`src/design/rwb_pkg.sv`:
```
// Shared package of the reorder window buffer: default sizes, command and status codes
// and the sequencer state type.
// Used by the top level and the sequencer; it depends on nothing else.
package rwb_pkg;

   localparam int DEPTH_DEF       = 64;
   localparam int SEQ_BITS_DEF    = 16;
   localparam int HANDLE_BITS_DEF = 16;

   localparam int CMD_W    = 2;
   localparam int STATUS_W = 3;

   // Command codes carried on the request side.
   localparam logic [CMD_W-1:0] CMD_ACCEPT  = 2'd0;
   localparam logic [CMD_W-1:0] CMD_GET     = 2'd1;
   localparam logic [CMD_W-1:0] CMD_ADVANCE = 2'd2;

   // Status codes returned with every response.
   localparam logic [STATUS_W-1:0] STATUS_OK            = 3'd0;
   localparam logic [STATUS_W-1:0] STATUS_OUT_OF_WINDOW = 3'd1;
   localparam logic [STATUS_W-1:0] STATUS_OCCUPIED      = 3'd2;
   localparam logic [STATUS_W-1:0] STATUS_NOTHING_READY = 3'd3;
   localparam logic [STATUS_W-1:0] STATUS_NOT_CAUGHT_UP = 3'd4;

   typedef enum logic [2:0] {
      ST_CLEAR,
      ST_IDLE,
      ST_EXEC,
      ST_CHECK,
      ST_SCAN,
      ST_SCAN_CHK,
      ST_TAKE,
      ST_RESP
   } rwb_state_type;

endpackage

```
`src/design/reorder_window_buffer.sv`:
```
// Reorder window buffer, top level. Path from request beat to response in the output
// register: advance, the unused code, an empty get and an out-of-window accept pass EXEC
// only; a delivering get adds TAKE and an occupied accept adds CHECK; a stored accept adds
// CHECK and the read-and-test loop of the in-order scan (SCAN, SCAN_CHK). One request at a
// time; the next is taken in the cycle after its response enters the output register.
// Reset is synchronous, active high, and clears every slot of the store in turn (tready low).
module reorder_window_buffer #(
   parameter int DEPTH       = rwb_pkg::DEPTH_DEF,
   parameter int SEQ_BITS    = rwb_pkg::SEQ_BITS_DEF,
   parameter int HANDLE_BITS = rwb_pkg::HANDLE_BITS_DEF,
   localparam int REQ_W = ((SEQ_BITS + HANDLE_BITS + 7) / 8) * 8,
   localparam int RSP_W = ((HANDLE_BITS + 2 * SEQ_BITS + 7) / 8) * 8
) (
   input  logic                          clock,
   input  logic                          reset,
   input  logic                          req_tvalid,
   output logic                          req_tready,
   input  logic [REQ_W-1:0]              req_tdata,  // seq, msg_handle, zero fill
   input  logic [rwb_pkg::CMD_W-1:0]     req_tuser,  // cmd
   output logic                          rsp_tvalid,
   input  logic                          rsp_tready,
   output logic [RSP_W-1:0]              rsp_tdata,  // msg_out, in_order_seq, oldest_seq, fill
   output logic [rwb_pkg::STATUS_W-1:0]  rsp_tuser   // status
);

   localparam int DATA_W = HANDLE_BITS + 2 * SEQ_BITS;

   logic                         res_valid;
   logic                         res_ready;
   logic [HANDLE_BITS-1:0]       res_msg;
   logic [rwb_pkg::STATUS_W-1:0] res_status;
   logic [SEQ_BITS-1:0]          res_in_order;
   logic [SEQ_BITS-1:0]          res_oldest;

   logic                         rsp_valid_ff, rsp_valid_in;
   logic [DATA_W-1:0]            rsp_data_ff, rsp_data_in;
   logic [rwb_pkg::STATUS_W-1:0] rsp_status_ff, rsp_status_in;

   // The sequencer owns the window pointers and the slot store.
   rwb_ctrl #(
      .DEPTH       (DEPTH),
      .SEQ_BITS    (SEQ_BITS),
      .HANDLE_BITS (HANDLE_BITS)
   ) u_ctrl (
      .clock        (clock),
      .reset        (reset),
      .req_valid    (req_tvalid),
      .req_ready    (req_tready),
      .req_cmd      (req_tuser),
      .req_seq      (req_tdata[SEQ_BITS-1:0]),
      .req_handle   (req_tdata[SEQ_BITS+HANDLE_BITS-1:SEQ_BITS]),
      .res_valid    (res_valid),
      .res_ready    (res_ready),
      .res_msg      (res_msg),
      .res_status   (res_status),
      .res_in_order (res_in_order),
      .res_oldest   (res_oldest)
   );

   // Output register: free when empty or when its beat is being taken this cycle.
   assign res_ready = !rsp_valid_ff || rsp_tready;

   always_comb begin
      rsp_valid_in  = rsp_valid_ff;
      rsp_data_in   = rsp_data_ff;
      rsp_status_in = rsp_status_ff;
      if (res_ready) begin
         rsp_valid_in = res_valid;
      end
      if (res_valid && res_ready) begin
         rsp_data_in   = {res_oldest, res_in_order, res_msg};
         rsp_status_in = res_status;
      end
   end

   always_ff @(posedge clock) begin
      if (reset) begin
         rsp_valid_ff <= 1'b0;
      end else begin
         rsp_valid_ff <= rsp_valid_in;
      end
   end

   always_ff @(posedge clock) begin
      rsp_data_ff   <= rsp_data_in;
      rsp_status_ff <= rsp_status_in;
   end

   assign rsp_tvalid = rsp_valid_ff;
   assign rsp_tdata  = RSP_W'(rsp_data_ff);
   assign rsp_tuser  = rsp_status_ff;

endmodule

```
`src/design/rwb_slot_ram.sv`:
```
// Slot store of the reorder window: one write port and one read port with registered
// read data. Each word holds the full flag above the message handle.
// Depends on nothing but its parameters.
module rwb_slot_ram #(
   parameter int DEPTH = 64,
   parameter int WIDTH = 17
) (
   input  logic                     clock,
   input  logic                     wr_en,
   input  logic [$clog2(DEPTH)-1:0] wr_addr,
   input  logic [WIDTH-1:0]         wr_data,
   input  logic [$clog2(DEPTH)-1:0] rd_addr,
   output logic [WIDTH-1:0]         rd_data
);

   logic [WIDTH-1:0] mem [DEPTH];
   logic [WIDTH-1:0] rd_data_ff;

   always_ff @(posedge clock) begin
      if (wr_en) begin
         mem[wr_addr] <= wr_data;
      end
   end

   always_ff @(posedge clock) begin
      rd_data_ff <= mem[rd_addr];
   end

   assign rd_data = rd_data_ff;

endmodule

```
`src/design/rwb_win_unit.sv`:
```
// Shared window arithmetic of the reorder window buffer: distance from the oldest
// pointer, the in-window compare and the modular increment of one operand.
// Depends on nothing but its parameters.
module rwb_win_unit #(
   parameter int DEPTH    = 64,
   parameter int SEQ_BITS = 16
) (
   input  logic [SEQ_BITS-1:0] opnd,
   input  logic [SEQ_BITS-1:0] base,
   output logic                in_win,
   output logic [SEQ_BITS-1:0] opnd_inc
);

   localparam logic [SEQ_BITS:0] DEPTH_X = (SEQ_BITS + 1)'(DEPTH);

   logic [SEQ_BITS-1:0] gap;

   // Sequence arithmetic wraps at the width of the operands.
   assign gap      = opnd - base;
   assign in_win   = {1'b0, gap} < DEPTH_X;
   assign opnd_inc = opnd + SEQ_BITS'(1);

endmodule

```
`src/design/rwb_ctrl.sv`:
```
// Sequencer of the reorder window buffer: holds the window pointers, drives the slot
// store and steps the in-order pointer through the shared window unit.
// Depends on rwb_pkg, rwb_slot_ram and rwb_win_unit.
module rwb_ctrl #(
   parameter int DEPTH       = rwb_pkg::DEPTH_DEF,
   parameter int SEQ_BITS    = rwb_pkg::SEQ_BITS_DEF,
   parameter int HANDLE_BITS = rwb_pkg::HANDLE_BITS_DEF
) (
   input  logic                          clock,
   input  logic                          reset,
   input  logic                          req_valid,
   output logic                          req_ready,
   input  logic [rwb_pkg::CMD_W-1:0]     req_cmd,
   input  logic [SEQ_BITS-1:0]           req_seq,
   input  logic [HANDLE_BITS-1:0]        req_handle,
   output logic                          res_valid,
   input  logic                          res_ready,
   output logic [HANDLE_BITS-1:0]        res_msg,
   output logic [rwb_pkg::STATUS_W-1:0]  res_status,
   output logic [SEQ_BITS-1:0]           res_in_order,
   output logic [SEQ_BITS-1:0]           res_oldest
);

   localparam int SLOT_W = $clog2(DEPTH);
   localparam int WORD_W = HANDLE_BITS + 1;
   localparam logic [SLOT_W-1:0] LAST_SLOT = SLOT_W'(DEPTH - 1);

   rwb_pkg::rwb_state_type state_ff, state_in;

   logic [rwb_pkg::CMD_W-1:0]    cmd_ff, cmd_in;
   logic [SEQ_BITS-1:0]          seq_ff, seq_in;
   logic [HANDLE_BITS-1:0]       handle_ff, handle_in;
   logic [SEQ_BITS-1:0]          in_order_ff, in_order_in;
   logic [SEQ_BITS-1:0]          oldest_ff, oldest_in;
   logic [rwb_pkg::STATUS_W-1:0] status_ff, status_in;
   logic [HANDLE_BITS-1:0]       msg_ff, msg_in;
   logic [SLOT_W-1:0]            clr_cnt_ff, clr_cnt_in;

   logic                    wr_en;
   logic [SLOT_W-1:0]       wr_addr;
   logic [WORD_W-1:0]       wr_data;
   logic [SLOT_W-1:0]       rd_addr;
   logic [WORD_W-1:0]       rd_data;
   logic                    rd_full;
   logic [HANDLE_BITS-1:0]  rd_handle;

   logic [SEQ_BITS-1:0]     opnd;
   logic                    in_win;
   logic [SEQ_BITS-1:0]     opnd_inc;
   logic                    caught_up;

   assign rd_full   = rd_data[WORD_W-1];
   assign rd_handle = rd_data[HANDLE_BITS-1:0];
   assign caught_up = (in_order_ff == oldest_ff);

   rwb_slot_ram #(
      .DEPTH (DEPTH),
      .WIDTH (WORD_W)
   ) u_slot_ram (
      .clock   (clock),
      .wr_en   (wr_en),
      .wr_addr (wr_addr),
      .wr_data (wr_data),
      .rd_addr (rd_addr),
      .rd_data (rd_data)
   );

   rwb_win_unit #(
      .DEPTH    (DEPTH),
      .SEQ_BITS (SEQ_BITS)
   ) u_win_unit (
      .opnd     (opnd),
      .base     (oldest_ff),
      .in_win   (in_win),
      .opnd_inc (opnd_inc)
   );

   // Next state.
   always_comb begin
      state_in = state_ff;
      unique case (state_ff)
         rwb_pkg::ST_CLEAR: begin
            if (clr_cnt_ff == LAST_SLOT) begin
               state_in = rwb_pkg::ST_IDLE;
            end
         end
         rwb_pkg::ST_IDLE: begin
            if (req_valid) begin
               state_in = rwb_pkg::ST_EXEC;
            end
         end
         rwb_pkg::ST_EXEC: begin
            if (cmd_ff == rwb_pkg::CMD_ACCEPT) begin
               state_in = in_win ? rwb_pkg::ST_CHECK : rwb_pkg::ST_RESP;
            end else if (cmd_ff == rwb_pkg::CMD_GET) begin
               state_in = caught_up ? rwb_pkg::ST_RESP : rwb_pkg::ST_TAKE;
            end else begin
               state_in = rwb_pkg::ST_RESP;
            end
         end
         rwb_pkg::ST_CHECK: begin
            state_in = rd_full ? rwb_pkg::ST_RESP : rwb_pkg::ST_SCAN;
         end
         rwb_pkg::ST_SCAN: begin
            state_in = in_win ? rwb_pkg::ST_SCAN_CHK : rwb_pkg::ST_RESP;
         end
         rwb_pkg::ST_SCAN_CHK: begin
            state_in = rd_full ? rwb_pkg::ST_SCAN : rwb_pkg::ST_RESP;
         end
         rwb_pkg::ST_TAKE: begin
            state_in = rwb_pkg::ST_RESP;
         end
         rwb_pkg::ST_RESP: begin
            if (res_ready) begin
               state_in = rwb_pkg::ST_IDLE;
            end
         end
         default: begin
            state_in = rwb_pkg::ST_IDLE;
         end
      endcase
   end

   // Outputs: handshakes, operand of the window unit and slot store ports.
   always_comb begin
      req_ready = 1'b0;
      res_valid = 1'b0;
      opnd      = in_order_ff;
      rd_addr   = in_order_ff[SLOT_W-1:0];
      wr_en     = 1'b0;
      wr_addr   = clr_cnt_ff;
      wr_data   = '0;
      unique case (state_ff)
         rwb_pkg::ST_CLEAR: begin
            wr_en = 1'b1;
         end
         rwb_pkg::ST_IDLE: begin
            req_ready = 1'b1;
         end
         rwb_pkg::ST_EXEC: begin
            if (cmd_ff == rwb_pkg::CMD_ACCEPT) begin
               opnd    = seq_ff;
               rd_addr = seq_ff[SLOT_W-1:0];
            end else begin
               rd_addr = oldest_ff[SLOT_W-1:0];
            end
         end
         rwb_pkg::ST_CHECK: begin
            wr_en   = !rd_full;
            wr_addr = seq_ff[SLOT_W-1:0];
            wr_data = {1'b1, handle_ff};
         end
         rwb_pkg::ST_SCAN, rwb_pkg::ST_SCAN_CHK: begin
            opnd    = in_order_ff;
         end
         rwb_pkg::ST_TAKE: begin
            opnd    = oldest_ff;
            wr_en   = 1'b1;
            wr_addr = oldest_ff[SLOT_W-1:0];
            wr_data = {1'b0, rd_handle};
         end
         rwb_pkg::ST_RESP: begin
            res_valid = 1'b1;
         end
         default: begin
            res_valid = 1'b0;
         end
      endcase
   end

   // Register updates.
   always_comb begin
      cmd_in      = cmd_ff;
      seq_in      = seq_ff;
      handle_in   = handle_ff;
      in_order_in = in_order_ff;
      oldest_in   = oldest_ff;
      status_in   = status_ff;
      msg_in      = msg_ff;
      clr_cnt_in  = clr_cnt_ff;
      case (state_ff)
         rwb_pkg::ST_CLEAR: begin
            clr_cnt_in = clr_cnt_ff + SLOT_W'(1);
         end
         rwb_pkg::ST_IDLE: begin
            if (req_valid) begin
               cmd_in    = req_cmd;
               seq_in    = req_seq;
               handle_in = req_handle;
               status_in = rwb_pkg::STATUS_OK;
               msg_in    = '0;
            end
         end
         rwb_pkg::ST_EXEC: begin
            case (cmd_ff)
               rwb_pkg::CMD_ACCEPT: begin
                  if (!in_win) begin
                     status_in = rwb_pkg::STATUS_OUT_OF_WINDOW;
                  end
               end
               rwb_pkg::CMD_GET: begin
                  if (caught_up) begin
                     status_in = rwb_pkg::STATUS_NOTHING_READY;
                  end
               end
               rwb_pkg::CMD_ADVANCE: begin
                  // When both pointers are equal, one increment serves both.
                  if (!caught_up) begin
                     status_in = rwb_pkg::STATUS_NOT_CAUGHT_UP;
                  end else begin
                     in_order_in = opnd_inc;
                     oldest_in   = opnd_inc;
                  end
               end
               default: begin
                  status_in = rwb_pkg::STATUS_OK;
               end
            endcase
         end
         rwb_pkg::ST_CHECK: begin
            if (rd_full) begin
               status_in = rwb_pkg::STATUS_OCCUPIED;
            end
         end
         rwb_pkg::ST_SCAN_CHK: begin
            if (rd_full) begin
               in_order_in = opnd_inc;
            end
         end
         rwb_pkg::ST_TAKE: begin
            msg_in    = rd_handle;
            oldest_in = opnd_inc;
         end
         default: begin
            clr_cnt_in = clr_cnt_ff;
         end
      endcase
   end

   always_ff @(posedge clock) begin
      if (reset) begin
         state_ff    <= rwb_pkg::ST_CLEAR;
         in_order_ff <= '0;
         oldest_ff   <= '0;
         clr_cnt_ff  <= '0;
      end else begin
         state_ff    <= state_in;
         in_order_ff <= in_order_in;
         oldest_ff   <= oldest_in;
         clr_cnt_ff  <= clr_cnt_in;
      end
   end

   always_ff @(posedge clock) begin
      cmd_ff    <= cmd_in;
      seq_ff    <= seq_in;
      handle_ff <= handle_in;
      status_ff <= status_in;
      msg_ff    <= msg_in;
   end

   assign res_msg      = msg_ff;
   assign res_status   = status_ff;
   assign res_in_order = in_order_ff;
   assign res_oldest   = oldest_ff;

endmodule

```
`config.mk`:
```
export PLATFORM = sky130hd
export DESIGN_NAME = reorder_window_buffer
export DESIGN_NICKNAME = d
export VERILOG_FILES = /design/src/design/rwb_pkg.sv /design/src/design/reorder_window_buffer.sv /design/src/design/rwb_slot_ram.sv /design/src/design/rwb_win_unit.sv /design/src/design/rwb_ctrl.sv
export SDC_FILE = /design/constraint.sdc
export NUM_CORES = 2
export LEC_CHECK = 0
export BUFFER_PORTS_ARGS = -buffer_cell sky130_fd_sc_hd__clkbuf_2
export CORE_AREA = 2 2 382 384
export DETAILED_ROUTE_END_ITERATION = 8
export DIE_AREA = 0 0 384 386
export PLACE_DENSITY_LB_ADDON = 0.15
export SYNTH_ARGS = -nofsm -noshare
export SYNTH_HDL_FRONTEND = slang
export SYNTH_SLANG_ARGS = --single-unit
```
`constraint.sdc`:
```
create_clock -name clock -period 5 [get_ports clock]
set_input_delay 0.5 -clock clock [delete_from_list [all_inputs] [get_ports clock]]
set_output_delay 0.5 -clock clock [all_outputs]
set_load 0.02 [all_outputs]
```
Yosys cells after proc, flatten, opt, wreduce, memory -nomap -nowiden --
Memories as Yosys holds them, arrays and structs flattened. A register that Yosys moved wholly into a read port is not among the register bits. Cells that the tools add are included.
Operators by class: add/subtract/negate cells 3, order comparisons 1, eq/ne operators 21, multiplexer cells 36, reduce and logical (&&, ||, !) cells 17
Operator list (number):
- 16-bit case mux with 2 select lines | 4
- 16-bit two-way mux | 5
- 17-bit case mux with 2 select lines | 1
- 3-bit two-way mux | 11
- 3-bit case mux with 8 select lines | 1
- 3-bit case mux with 3 select lines | 2
- 16-bit by 1-bit adder with 16-bit output, second input constant | 1
- 16-bit equality test | 1
- 16-bit by 7-bit less-than comparator with 1-bit output, second input constant | 1
- 16-bit subtractor | 1
- 3-bit equality test, second input constant | 4
- 6-bit two-way mux | 2
- 6-bit case mux with 2 select lines | 1
- 2-bit != test, second input constant | 4
- 6-bit by 1-bit adder with 6-bit output, second input constant | 1
- 3-bit by 2-bit equality test with 1-bit output, second input constant | 2
- 6-bit equality test, second input constant | 1
- 2-bit two-way mux | 3
- 2-bit by 1-bit != test with 1-bit output, second input constant | 3
- 3-bit != test, second input constant | 2
- 3-bit AND reduction | 2
- 6-bit AND reduction | 1
- 2-bit nonzero test | 3
- 1-bit two-way mux | 5
- 14 further kinds | 16
Word-level totals: flip-flop bits (word level) 146, RAM bits 1088, output and inout port bits 53, memories 1
Memories:
- u_ctrl.u_slot_ram.mem | depth 64, width 17, read ports 1, clocked after Yosys merged registers in 1, write ports 1, RTL line rwb_slot_ram.sv:16 | logic [WIDTH-1:0] mem [DEPTH];

Depth between registers and ports, before layout --
depth in word-level cells 8, gate-level depth with buffers 16, depth with buffers taken out 12

Modules after synthesis --
A second synthesis with hierarchy kept.
Unflattened totals: cells, all modules 2680, area total of the unflattened synthesis 49767.7 um^2
By module, submodules not included:
- rwb_slot_ram | times used 1, cells each 1953, area an instance 42344.4 um^2
- rwb_ctrl | times used 1, cells each 539, area an instance 4877.2 um^2
- reorder_window_buffer | times used 1, cells each 56, area an instance 1586.5 um^2
- rwb_win_unit | times used 1, cells each 132, area an instance 959.7 um^2

Worst setup path after synthesis --
OpenSTA, ideal clock, no wires.
path type flip-flop to flip-flop, start point register u_ctrl.cmd_ff[1] in the netlist's numbering, end point register u_ctrl.status_ff, in the netlist u_ctrl.res_status[0] (enable), arrival 3.580 ns, data required time 4.727 ns, setup slack 1.146 ns, cell stages (with the launch flop) 15, buffers on the path 2, cells stage by stage edfxtp_1 nor4b_4 buf_4 a22oi_1 o21ai_1 ha_1 clkbuf_1 a21oi_1 o21ai_0 nor3b_1 or4_1 nor4_1 o2111ai_1 nor4_2 a21oi_1
On the way: longest elaborated chain between the ends 7, elaborated cells between the ends (all ways) 11
RTL lines:
- start: declaration | RTL line rwb_ctrl.sv:30 | logic [rwb_pkg::CMD_W-1:0] cmd_ff, cmd_in;
- start signal: assignment | RTL line rwb_ctrl.sv:255 | cmd_ff <= cmd_in;
- 2-bit logical NOT | RTL line rwb_ctrl.sv:141, rwb_ctrl.sv:195
- 16-bit two-way mux | RTL line rwb_ctrl.sv:141 | if (cmd_ff == rwb_pkg::CMD_ACCEPT) begin
- 16-bit case mux with 2 select lines | RTL line rwb_ctrl.sv:133 | unique case (state_ff)
- 16-bit subtractor | RTL line rwb_win_unit.sv:19 | assign gap = opnd - base;
- 16-bit by 7-bit less-than comparator with 1-bit output | RTL line rwb_win_unit.sv:20 | assign in_win = {1'b0, gap} < DEPTH_X;
- 3-bit != test (no source line)
- 6-bit AND reduction (no source line) *
- end signal: assignment | RTL line rwb_ctrl.sv:258 | status_ff <= status_in;
- end: declaration | RTL line rwb_ctrl.sv:35 | logic [rwb_pkg::STATUS_W-1:0] status_ff, status_in;
Every way passes the cells marked *; elsewhere a longest branch is shown, timed or not. A chain may end at the register's enable or synchronous reset.

Final worst setup path --
Same ends and word-level chain as after synthesis.

==> reports/qor.csv <==
stage,metric,value,unit
status,status,"complete, no violations",
worst_setup_path,crit_buf_inv,1,
grt,grt_max_degree,141,
synthesis,synthTopCellsByArea,"edfxtp_1, mux2i_1, nand2_1, nand3_1, a211oi_1",
synthesis,synth.top_cell.area_share,67.4,%
die,die_w,384,um
die,row_count,140,
pwr,clkPwrFrac,46.1,%
cts,numCtsBuffers,142,
worst_setup_path,cpPeakStageDelay,0.58,ns
synthesis,seq_area_frac_synth,69.6,%
pwr,p_leak,23.1,nW
cells_and_area,regArea,0.0370,mm^2
pwr,p_comb_share,1.1,%
pwr,p_sw_share,20.8,%
synthesis,synth-seq-cells,1251,
worst_setup_path,cp_max_fo,10,
grt,grt_pass1_vias,31900,
worst_setup_path,cp-end-kind,flip-flop,
synthesis,synth_cells,3860,
die,core_area,0.145,mm^2
sta,finalCritPeriodShare,92.0,%
die,io_pins,91,
worst_setup_path,slowest_stage,nor4b_4,
synthesis,synth_area,0.0531,mm^2
sta,fmax,217,MHz
cts,cts.sinks,1251,
pwr,power.switching,4.51,mW
drt,first_pass_iters,6,
cts,clock_latency,0.79,ns
worst_setup_path,cp.required,5.49,ns
cts,clk_pin_slew_worst_paths,0.06,ns
worst_setup_path,arrival,5.09,ns
die,die_area,0.148,mm^2
sta,layout_min_cycle_time,4.60,ns
cts,clockRootBuffer,clkbuf_16,
place,port_buffers,90,
drt,drc,0,
drt,wl_per_cell,26.2,um
cts,cts_tree,yes,
synthesis,synth_top_area_cell,edfxtp_1,
place,place_congestion,0.866,
worst_setup_path,cp_top_family,simple AND/OR/NAND/NOR gates,
cts,cts_hold_buf,34,
pwr,internal_power,17.1,mW
pwr,seqPwrFrac,52.7,%
synthesis,yosys-top-cells-count,"edfxtp_1, nand2_1, mux2i_1, nand3_1, a211oi_1",
cts,cts_resized,0,
cells_and_area,multi_input_area,0.0148,mm^2
synthesis,syn_area_per_cell,13.8,um^2
cells_and_area,fillCellCount,13200,
sta,fin_tns_setup,0,ns
cells_and_area,drive_gt1_share,13.9,%
die,die_h,386,um
grt,grt_antenna_before_repair,7,
sta,finalHoldViolations,0,
synthesis,synth_nets,3914,
sta,clock_skew,0.0470,ns
drt,drt-total-wl,159000,um
synthesis,yosysUniqueCellTypes,66,
die,start_util,36.8,%
cts,post_cts_buffers,0,
pwr,vdd_drop_max,0.250,mV
sta,grt_setup_unrepaired,false,
drt,antenna_left,0,
drt,drtIter0Drc,3231,
pwr,powerDensity,351,mW/mm^2
synthesis,synth_edf_count,1192,
drt,via_per_inst,5.50,
synthesis,synth.most_common_cell,edfxtp_1,
worst_hold_path,hp-class,in -> reg,
place,dp_hpwl,96500,um
sta,drv_slew,0,
synthesis,yosys_warnings,0,
worst_setup_path,critPathLaunchType,flip-flop,
worst_setup_path,worst-setup-path-type,reg -> reg,
cells_and_area,areaGrowthSynthToFinish,16.1,%
sta,timing.hold.ws,0.179,ns
cells_and_area,nets,4104,
grt,globalRoute.totalOverflow,0,
sta,relSlewSlack,11.4,%
drt,via_count,33500,
cts,htreeDepth,4,
synthesis,synth_ff_type,edfxtp_1,
sta,setup_violations,0,
cts,cts_max_path_buffers,3,
sta,worstMarginPinSlew,1.33,ns
flow_run,drv_cap,0,
grt,grt_pass1_wl,229000,um
worst_setup_path,cp_cell_sequence,"nor4b_4, buf_4, a22oi_1, o21ai_1, ha_1, nand2_1, o21ai_0, nor3b_1, or4_1, nor4_1, o2111ai_1, nor4_2, a21oi_1",
grt,grt_usage,21.2,%
synthesis,synth-async-reset-ratio,0,%
-- kinds of logic after synthesis --
group           synth area share, %
fa+ha+maj                     0.377
mux                            6.56
compound gates                 10.1
simple gates                   9.76
flops                          69.6
buf+inv                        3.01
xor+xnor                      0.610
-- worst reg2reg max path: cells and delay by family, from the launching register on --
family | cells | cell delay [ns]
fa+ha+maj | 1 | 0.43
compound gates | 5 | 1.06
simple gates | 6 | 2.11
flops | 1 | 0.46
buf+inv | 1 | 0.28
-- layout by cell type (no fill, tap or decap), types with 78 or more instances in the layout --
cell / instances
nand2_1: 525
mux2i_1: 348
nor2_1: 98
edfxtp_1: 1192
clkbuf_2: 90
buf_4: 175
a21oi_1: 101
nand3_1: 252
a211oi_1: 165
inv_1: 92
clkbuf_16: 143
nand2b_1: 78
-- sequential cells by signal (all words and copies together) (netlist names) --
name                       cells
rsp_tdata                     48
rsp_tuser                      3
rsp_tvalid                     1
u_ctrl.clr_cnt_ff              6
u_ctrl.cmd_ff                  2
u_ctrl.handle_ff              16
u_ctrl.res_in_order           16
u_ctrl.res_msg                16
u_ctrl.res_oldest             16
u_ctrl.res_status              3
u_ctrl.seq_ff                 16
u_ctrl.state_ff                3
u_ctrl.u_slot_ram.mem       1088
u_ctrl.u_slot_ram.rd_data     17
-- metal layers --
metal	global-route usage [%]	vias to the layer above	wire length (um)
li1	-	15200	-
met1	30.3	17100	72000
met2	33.7	987	75300
met3	2.90	185	8350
met4	6.01	0	3770
met5	0	-	0
-- path summary, 6_finish.rpt --
| kind | slack [ns] | startpoint | to | cells after the start |
|---|---|---|---|---|
| setup / recovery | 0.40 | u_ctrl.cmd_ff[1]$_DFFE_PP_ | u_ctrl.res_status[0]$_DFFE_PP_ | 13 |
| hold / removal | 0.18 | req_tvalid | u_ctrl.state_ff[1]$_SDFFE_PP0P_ | 5 |
| setup reg to reg | 0.40 | u_ctrl.cmd_ff[1]$_DFFE_PP_ | u_ctrl.res_status[0]$_DFFE_PP_ | 13 |
| hold reg to reg | 0.42 | u_ctrl.res_msg[2]$_SDFFCE_PP0P_ | rsp_tdata[2]$_DFFE_PP_ | 0 |
-- final cells by class --
| class | instances | area share, % |
|---|---|---|
| timing repair buffer | 329 | 4.39 |
| clock buffer | 189 | 6.20 |
| tap | 1917 | 3.89 |
| clock inverter | 69 | 1.02 |
| multi-input combinational | 2233 | 24.0 |
| sequential | 1251 | 60.0 |
| inverter | 93 | 0.566 |
| antenna | 3 | 0.0122 |
-- power by group through the flow --
stage | logic (mW) | registers [mW] | clock network (mW)
floorplan | 0.0993 | 11.6 | 0
global placement | 0.225 | 11.6 | 0
detailed placement | 0.227 | 11.6 | 0
CTS | 0.250 | 11.4 | 10.2
global route | 0.261 | 11.4 | 10.6
finish | 0.247 | 11.4 | 9.99
-- stage by stage --
step	worst slack, ns	util [%]	power, mW	cell area (um^2)	instances
finish	0.399	42.7	21.7	61700	6084
global route	0.0232	42.7	22.3	61700	6082
CTS	0.472	42.7	21.9	61700	6081
detailed placement	0.493	39.4	11.9	56900	5789
global placement	0.535	39.4	11.9	56900	5789
floorplan	1.15	-	11.7	53100	3860
(Power assumes the default switching activity.)
